===== src/vector_polar_accumulator_macros.svh =====
// Assertion macros used by vpa_ctrl of the vector polar accumulator RTL.
// The macros expect signals named clock and reset in the scope where they are used.
`ifndef VECTOR_POLAR_ACCUMULATOR_MACROS_SVH
`define VECTOR_POLAR_ACCUMULATOR_MACROS_SVH

// The consequent must hold in the same cycle as the antecedent.
`define VPA_ASSERT_SAME(label, ante, cons, msg) \
   label: assert property (@(posedge clock) disable iff (reset) (ante) |-> (cons)) \
      else $error(msg);

// The consequent must hold in the cycle after the antecedent.
`define VPA_ASSERT_NEXT(label, ante, cons, msg) \
   label: assert property (@(posedge clock) disable iff (reset) (ante) |=> (cons)) \
      else $error(msg);

`endif


===== src/vpa_pkg.sv =====
// Shared types and constants of the vector polar accumulator.
// Used by vpa_ctrl, vpa_datapath and the top level; depends on nothing.
package vpa_pkg;

   localparam int GUARD     = 24;
   localparam int XW        = 60;
   localparam int ZW        = 36;
   localparam int TABLE_LEN = 30;
   localparam int IDX_W     = 5;

   localparam logic [2:0] CMD_LOAD_XY    = 3'd0;
   localparam logic [2:0] CMD_LOAD_POLAR = 3'd1;
   localparam logic [2:0] CMD_ADD        = 3'd2;
   localparam logic [2:0] CMD_SUB        = 3'd3;
   localparam logic [2:0] CMD_SCALE      = 3'd4;

   localparam logic signed [ZW-1:0] PI_Q30      = 36'sd3373259426;
   localparam logic signed [ZW-1:0] HALF_PI_Q30 = 36'sd1686629713;
   localparam logic [29:0]          GAIN_Q30    = 30'd652032874;
   localparam logic signed [ZW-1:0] ANGLE_MAX   = 36'sd205887;

   typedef enum logic [4:0] {
      OP_NONE,
      OP_LATCH,
      OP_LOAD_XY,
      OP_ADD,
      OP_SUB,
      OP_SC_X,
      OP_SC_Y,
      OP_SC_W,
      OP_RT_MUL,
      OP_RT_INIT,
      OP_RT_ITER,
      OP_RT_DONE,
      OP_VC_INIT,
      OP_VC_ITER,
      OP_GN_HI,
      OP_GN_LO,
      OP_GN_SUM,
      OP_OUT
   } dp_op_type;

   typedef struct packed {
      dp_op_type        op;
      logic [IDX_W-1:0] iter;
   } dp_ctrl_type;

   typedef struct packed {
      logic [2:0] cmd;
   } dp_stat_type;

   // Arctangent of 2^-i in Q.30 radians.
   function automatic logic signed [ZW-1:0] atan_q30(input logic [IDX_W-1:0] i);
      logic [31:0] v;
      case (i)
         5'd0:  v = 32'h3243F6A8;
         5'd1:  v = 32'h1DAC6705;
         5'd2:  v = 32'h0FADBAFC;
         5'd3:  v = 32'h07F56EA6;
         5'd4:  v = 32'h03FEAB76;
         5'd5:  v = 32'h01FFD55B;
         5'd6:  v = 32'h00FFFAAA;
         5'd7:  v = 32'h007FFF55;
         5'd8:  v = 32'h003FFFEA;
         5'd9:  v = 32'h001FFFFD;
         5'd10: v = 32'h000FFFFF;
         5'd11: v = 32'h0007FFFF;
         5'd12: v = 32'h0003FFFF;
         5'd13: v = 32'h0001FFFF;
         5'd14: v = 32'h0000FFFF;
         5'd15: v = 32'h00007FFF;
         5'd16: v = 32'h00003FFF;
         5'd17: v = 32'h00001FFF;
         5'd18: v = 32'h00000FFF;
         5'd19: v = 32'h000007FF;
         5'd20: v = 32'h000003FF;
         5'd21: v = 32'h000001FF;
         5'd22: v = 32'h000000FF;
         5'd23: v = 32'h0000007F;
         5'd24: v = 32'h0000003F;
         5'd25: v = 32'h0000001F;
         5'd26: v = 32'h0000000F;
         5'd27: v = 32'h00000008;
         5'd28: v = 32'h00000004;
         5'd29: v = 32'h00000002;
         default: v = 32'h0;
      endcase
      return $signed({4'b0, v});
   endfunction

endpackage


===== src/vpa_ctrl.sv =====
// Controller state machine of the vector polar accumulator.
// Depends on vpa_pkg and the assertion macros header.
`include "vector_polar_accumulator_macros.svh"

module vpa_ctrl #(
   parameter int CORDIC_ITERATIONS = 16
) (
   input  logic                clock,
   input  logic                reset,
   input  logic                req_tvalid,
   output logic                req_tready,
   output logic                rsp_tvalid,
   input  logic                rsp_tready,
   output vpa_pkg::dp_ctrl_type ctrl,
   input  vpa_pkg::dp_stat_type stat
);
   import vpa_pkg::*;

   typedef enum logic [3:0] {
      S_IDLE, S_EXEC, S_SC_Y, S_SC_W, S_RT_INIT, S_RT_ITER, S_RT_DONE,
      S_VC_INIT, S_VC_ITER, S_GN_HI, S_GN_LO, S_GN_SUM, S_OUT
   } state_type;

   localparam logic [IDX_W-1:0] LAST_ITER = IDX_W'(CORDIC_ITERATIONS - 1);

   state_type        state_ff, state_in;
   logic [IDX_W-1:0] cnt_ff, cnt_in;
   logic             req_tready_ff, req_tready_in;
   logic             rsp_tvalid_ff, rsp_tvalid_in;

   always_comb begin
      state_in      = state_ff;
      cnt_in        = cnt_ff;
      req_tready_in = req_tready_ff;
      rsp_tvalid_in = rsp_tvalid_ff && !rsp_tready;
      ctrl.op       = OP_NONE;
      ctrl.iter     = cnt_ff;
      case (state_ff)
         S_IDLE: begin
            if (req_tvalid && req_tready_ff) begin
               ctrl.op       = OP_LATCH;
               req_tready_in = 1'b0;
               state_in      = S_EXEC;
            end
         end
         S_EXEC: begin
            state_in = S_VC_INIT;
            case (stat.cmd)
               CMD_LOAD_XY: ctrl.op = OP_LOAD_XY;
               CMD_ADD:     ctrl.op = OP_ADD;
               CMD_SUB:     ctrl.op = OP_SUB;
               CMD_SCALE: begin
                  ctrl.op  = OP_SC_X;
                  state_in = S_SC_Y;
               end
               CMD_LOAD_POLAR: begin
                  ctrl.op  = OP_RT_MUL;
                  state_in = S_RT_INIT;
               end
               default: ctrl.op = OP_NONE;
            endcase
         end
         S_SC_Y: begin
            ctrl.op  = OP_SC_Y;
            state_in = S_SC_W;
         end
         S_SC_W: begin
            ctrl.op  = OP_SC_W;
            state_in = S_VC_INIT;
         end
         S_RT_INIT: begin
            ctrl.op  = OP_RT_INIT;
            cnt_in   = '0;
            state_in = S_RT_ITER;
         end
         S_RT_ITER: begin
            ctrl.op = OP_RT_ITER;
            cnt_in  = cnt_ff + 1'b1;
            if (cnt_ff == LAST_ITER) begin
               state_in = S_RT_DONE;
            end
         end
         S_RT_DONE: begin
            ctrl.op  = OP_RT_DONE;
            state_in = S_VC_INIT;
         end
         S_VC_INIT: begin
            ctrl.op  = OP_VC_INIT;
            cnt_in   = '0;
            state_in = S_VC_ITER;
         end
         S_VC_ITER: begin
            ctrl.op = OP_VC_ITER;
            cnt_in  = cnt_ff + 1'b1;
            if (cnt_ff == LAST_ITER) begin
               state_in = S_GN_HI;
            end
         end
         S_GN_HI: begin
            ctrl.op  = OP_GN_HI;
            state_in = S_GN_LO;
         end
         S_GN_LO: begin
            ctrl.op  = OP_GN_LO;
            state_in = S_GN_SUM;
         end
         S_GN_SUM: begin
            ctrl.op  = OP_GN_SUM;
            state_in = S_OUT;
         end
         S_OUT: begin
            // The result register is reloaded only once the previous result is gone.
            if (!rsp_tvalid_ff || rsp_tready) begin
               ctrl.op       = OP_OUT;
               rsp_tvalid_in = 1'b1;
               req_tready_in = 1'b1;
               state_in      = S_IDLE;
            end
         end
         default: state_in = S_IDLE;
      endcase
   end

   always_ff @(posedge clock) begin
      if (reset) begin
         state_ff      <= S_IDLE;
         cnt_ff        <= '0;
         req_tready_ff <= 1'b1;
         rsp_tvalid_ff <= 1'b0;
      end else begin
         state_ff      <= state_in;
         cnt_ff        <= cnt_in;
         req_tready_ff <= req_tready_in;
         rsp_tvalid_ff <= rsp_tvalid_in;
      end
   end

   assign req_tready = req_tready_ff;
   assign rsp_tvalid = rsp_tvalid_ff;

   `VPA_ASSERT_NEXT(a_accept_starts, req_tvalid && req_tready_ff, state_ff == S_EXEC,
                    "accepted request did not start execution")
   `VPA_ASSERT_SAME(a_no_overwrite, rsp_tvalid_ff && !rsp_tready, ctrl.op != OP_OUT,
                    "pending result overwritten")
   `VPA_ASSERT_SAME(a_iter_range, state_ff == S_VC_ITER || state_ff == S_RT_ITER,
                    cnt_ff <= LAST_ITER, "iteration count out of range")
   `VPA_ASSERT_NEXT(a_out_valid, ctrl.op == OP_OUT, rsp_tvalid_ff && req_tready_ff,
                    "result load did not raise valid")

endmodule


===== config.mk =====
export PLATFORM = sky130hd
export DESIGN_NAME = vpa_ctrl
export DESIGN_NICKNAME = d
export VERILOG_FILES = /design/src/vpa_pkg.sv /design/src/vpa_ctrl.sv
export VERILOG_INCLUDE_DIRS = /design/src /design/src/src
export SDC_FILE = /design/constraint.sdc
export NUM_CORES = 1
export LEC_CHECK = 0
export BUFFER_PORTS_ARGS = -buffer_cell sky130_fd_sc_hd__buf_2
export CELL_PAD_IN_SITES_DETAIL_PLACEMENT = 1
export CELL_PAD_IN_SITES_GLOBAL_PLACEMENT = 1
export CORE_MARGIN = 3
export CORE_UTILIZATION = 39
export CTS_BUF_LIST = sky130_fd_sc_hd__clkbuf_4 sky130_fd_sc_hd__clkbuf_8
export DETAILED_ROUTE_END_ITERATION = 10
export PLACE_DENSITY = 0.85
export SETUP_SLACK_MARGIN = 0.05
export SYNTH_ARGS = -nofsm -noshare
export SYNTH_HDL_FRONTEND = slang
export SYNTH_SLANG_ARGS = --single-unit

===== constraint.sdc =====
create_clock -name clock -period 2.15 [get_ports clock]
set_clock_uncertainty 0.05 [all_clocks]
set_input_delay 0.215 -clock clock [delete_from_list [all_inputs] [get_ports clock]]
set_output_delay 0.215 -clock clock [all_outputs]
set_load 0.005 [all_outputs]

# After elaboration in Yosys (flattened, before gate mapping)

Cells that the tools add are included.

Input bits: 7
Register bits: 11
Output and inout bits: 12
Word-level logic and storage cells: 56

Reduce and logical (&&, ||, !) cells: 14
Add/subtract/negate cells: 1
Eq/ne operators: 21
Mux-type cells: 16

Operator list:

| kind                | count |
|---|---|
| $pmux 5 s13         | 1 |
| $pmux 4 s12         | 1 |
| $eq 4x4->1 const B  | 5 |
| $pmux 4 s5          | 1 |
| $eq 4x3->1 const B  | 4 |
| $mux 4              | 4 |
| $pmux 5 s2          | 1 |
| $eq 4x2->1 const B  | 2 |
| $ne 2x2->1 const B  | 4 |
| $eq 3x2->1 const B  | 2 |
| $pmux 3 s2          | 1 |
| $reduce_or 2->1     | 3 |
| $add 5x1->5 const B | 1 |
| $eq 5x4->1 const B  | 1 |
| $mux 1              | 5 |
| $mux 5              | 1 |
| $eq 4x1->1 const B  | 1 |
| $logic_not 4->1     | 1 |
| $reduce_and 4->1    | 1 |
| $reduce_bool 2->1   | 2 |
| $eq 3x1->1 const B  | 1 |
| $eq 3x3->1 const B  | 1 |
| $logic_not 3->1     | 1 |
| $reduce_and 3->1    | 1 |
| 4 further kinds     | 6 |

# Depth between registers and ports, before layout

Word-level depth: 4
Depth in mapped cells: 6

# Least setup slack after synthesis

No wires, ideal clock.

Path type: flip-flop to flip-flop
Start: register cnt_ff[0]
End: register state_ff[2]
Path slack: 0.435 ns
Arrival time: 1.596 ns
Stages on the path, launching flop included: 7
Path through: dfxtp_1 -> ha_1 -> and3_1 -> ha_1 -> or4_1 -> a21o_1 -> o21ai_1

Longest elaborated chain between the ends: 3

RTL lines:

| element                             | RTL line                       | RTL |
|---|---|---|
| start: declaration                  | vpa_ctrl.sv:27                 | `logic [IDX_W-1:0] cnt_ff, cnt_in;` |
| start signal: assignment            | vpa_ctrl.sv:132                | `cnt_ff <= cnt_in;` |
| $eq 5x4->1 *                        | vpa_ctrl.sv:79, vpa_ctrl.sv:95 |  |
| $ne 2x2->1 (no source line)         | n/a                            |  |
| $reduce_and 4->1 (no source line) * | n/a                            |  |
| end signal: assignment              | vpa_ctrl.sv:131                | `state_ff <= state_in;` |
| end: declaration                    | vpa_ctrl.sv:26                 | `state_type state_ff, state_in;` |

Mark *: on every way between the ends. The rest lies on a longest branch, timed or not.
A chain may end at the register's enable or synchronous reset.

==> run_results.csv <==
group,metric,value,unit
synth,yosys.area.top_type,"dfxtp_1",
grt,grt_overflow,0,
synth,synth-main-ff-cell,"dfxtp_1",
grt,grt_max_degree,20,
sta,worstMarginPinSlew,397,ps
synth,avgSynthCellArea,7.61,sq um
routing,dr.pass1.iters,4,
die,io_pins,19,
die,die_w,51.7,um
routing,wl_per_cell,16.0,um
layout,final_layout_size_suffix_gt1_frac,0.260,
routing,drt_iter0_drc,16,
die,rows,15,
cts,cts_max_path_buffers,2,
synth,yosysSeqAreaShare,0.270,
setup_path,required,1880,ps
power,p_leak,0.370,nW
routing,remaining_drc_errors,0,
grt,grt.total_usage,0.199,
sta,holdWs,206,ps
power,power_frac_seq,0.388,
cts,path_clk_slew,80,ps
layout,syn2layout_area_growth,14.6,%
setup_path,end_kind,"primary output",
synth,syn_inst,107,
place,portBuffers,18,
routing,wirelength,2360,um
cts,root_buffer,"clkbuf_4",
synth,synth_edf_count,0,
routing,viasPerCell,5.81,
place,placed_cell_area,901,sq um
die,core,1840,sq um
setup_path,critPathMaxFanout,11,
cts,clk_latency,270,ps
routing,ant_nets,0,
layout,fin_area,933,sq um
power,p_sw_frac,0.436,
setup_path,worstSetupStartpointType,"flip-flop",
power,ir_drop,0.414,mV
grt,antenna_found_initial,0,
synth,syn-num-nets,116,
sta,hold_viol,0,
sta,rsz0062_at_grt,"no",
die,die_h,51.7,um
synth,yosysUniqueCellTypes,38,
sta,finalCriticalPeriod,1930,ps
setup_path,path_class,"reg2out",
setup_path,path_buf_inv,2,
layout,fin_nets,133,
die,die-area,2670,sq um
routing,via_count,860,
grt,grt_pass1_vias,882,
sta,slew_violations,0,
sta,fin_setup_tns,0,ps
power,clockPowerShare,0.179,
cts,holdBufCountCts,0,
grt,grt_pass1_wl,4060,um
power,power_switching,0.392,mW
outcome,status,"completed",
die,initial_core_util,0.443,
layout,diodes,0,
layout,final_cells,148,
synth,ys_ff_latch,11,
synth,ys_top_cells_by_count,"nor2_1, dfxtp_1, a21oi_1, o21ai_0, nand3_1",
sta,fmax,0.519,GHz
power,internal_power,0.506,mW
cts,numCtsBuffers,3,
setup_path,crit_chain,"buf_4 -> and4bb_2 -> nand2_1 -> o211ai_1 -> buf_2",
synth,yosys_warnings,0,
synth,synth_most_common_cell,"nor2_1",
setup_path,worstPathArrival,1660,ps
hold_path,hold_class,"in2reg",
cts,cts_max_level,1,
synth,yosysTopAreaCellShare,0.270,
sta,setup_violations,0,
job,cap_violations,0,
power,p_comb_frac,0.434,
setup_path,critPathMaxStageDelay,570,ps
cts,tritoncts,"done",
setup_path,path_delay_family,"flip-flops",
synth,async_flop_share,0,
place,gp_congestion,0.773,
synth,synth_area_leaders,"dfxtp_1, a21oi_1, o21ai_0, nor2_1, nand2b_1",
place,place_inst,144,
sta,finalCritPeriodShare,0.896,
synth,syn-cell-area,815,sq um
cts,cts_num_sinks,11,
setup_path,crit_slowest_cell,"dfxtp_1",
place,hpwlAfterDp,1690,um
power,powerDensity,962,nW/um^2
sta,relSlewSlack,0.735,
[registers in the layout, summed over array words and instances, names as in the netlist]
signal,count
cnt_ff,5
rsp_tvalid,1
req_tready,1
state_ff,4
[path summary, 6_finish.rpt]
check / slack, ps / start / to / cells past startpoint
worst max register to register: 320 / cnt_ff[0]$_SDFFE_PP0P_ / state_ff[2]$_SDFFE_PP0P_ / 6
worst min-delay path: 210 / reset / cnt_ff[0]$_SDFFE_PP0P_ / 2
worst max-delay path: 220 / state_ff[3]$_SDFFE_PP0P_ / ctrl[5] / 5
worst min register to register: 460 / cnt_ff[3]$_SDFFE_PP0P_ / cnt_ff[3]$_SDFFE_PP0P_ / 2
[cells in the final DEF, fill, tap and decap left out, types with 2 or more instances in the layout]
| master | instances |
|---|---|
| a21oi_1 | 10 |
| a31o_2 | 3 |
| buf_2 | 18 |
| buf_4 | 2 |
| clkbuf_4 | 4 |
| dfxtp_1 | 9 |
| dfxtp_2 | 2 |
| ha_1 | 2 |
| inv_1 | 4 |
| mux2i_1 | 2 |
| nand2_1 | 4 |
| nand2b_1 | 5 |
| nand3_1 | 6 |
| nor2_1 | 12 |
| nor3_1 | 5 |
| o211ai_1 | 2 |
| o21ai_0 | 10 |
| or3_1 | 3 |
| xnor2_1 | 2 |
[power by group through the flow]
stage	registers, mW	logic (mW)	clock network (mW)
floorplan	0.264	0.369	0
global placement	0.339	0.375	0
detailed placement	0.344	0.384	0
CTS	0.341	0.391	0.166
global route	0.358	0.428	0.176
finish	0.348	0.389	0.160
[layout make-up]
class                           count  area [sq um]
Fill cell                         254           906
Multi-Input combinational cell     84           529
Sequential cell                    11           223
Timing Repair Buffer               20           105
Tap cell                           25          31.3
Clock buffer                        4          30.0
Inverter                            4          15.0
[cells by family (layout without fill, tap and decap cells)]
family | count (synthesis) | count (layout) | share of synthesized area
buf+inv | 12 | 28 | 0.0799
xor+xnor | 2 | 2 | 0.0215
mux | 2 | 2 | 0.0246
fa+ha+maj | 2 | 2 | 0.0307
compound gates | 35 | 35 | 0.267
flops | 11 | 11 | 0.270
simple gates | 43 | 43 | 0.306
[stage by stage]
stage | worst slack [ps] | total power, mW | utilization
finish | 223 | 0.898 | 0.507
global route | 115 | 0.962 | 0.507
CTS | 93.9 | 0.897 | 0.506
detailed placement | 357 | 0.728 | 0.490
global placement | 364 | 0.714 | 0.490
floorplan | 435 | 0.633 | -
[routing by layer]
layer	GRT usage	vias up	routed length (um)
met4	0.0786	0	14
met5	0	-	0
li1	-	423	-
met1	0.246	413	1040
met3	0.0430	2	112
met2	0.335	22	1190
[repair_timing]
item | CTS | global route
buffers inserted | 0 | 0
setup endpoints to repair | 0 | 1
gates resized for setup | 0 | 2
[worst register-to-register path, cell delays in order, from the launching register on]
cell     delay [ps]
dfxtp_1         350
ha_1            210
and3_1          190
ha_1            200
or4_1           510
a21o_1          200
o21ai_1          70
Note: power is estimated with default switching activity, not from simulation.
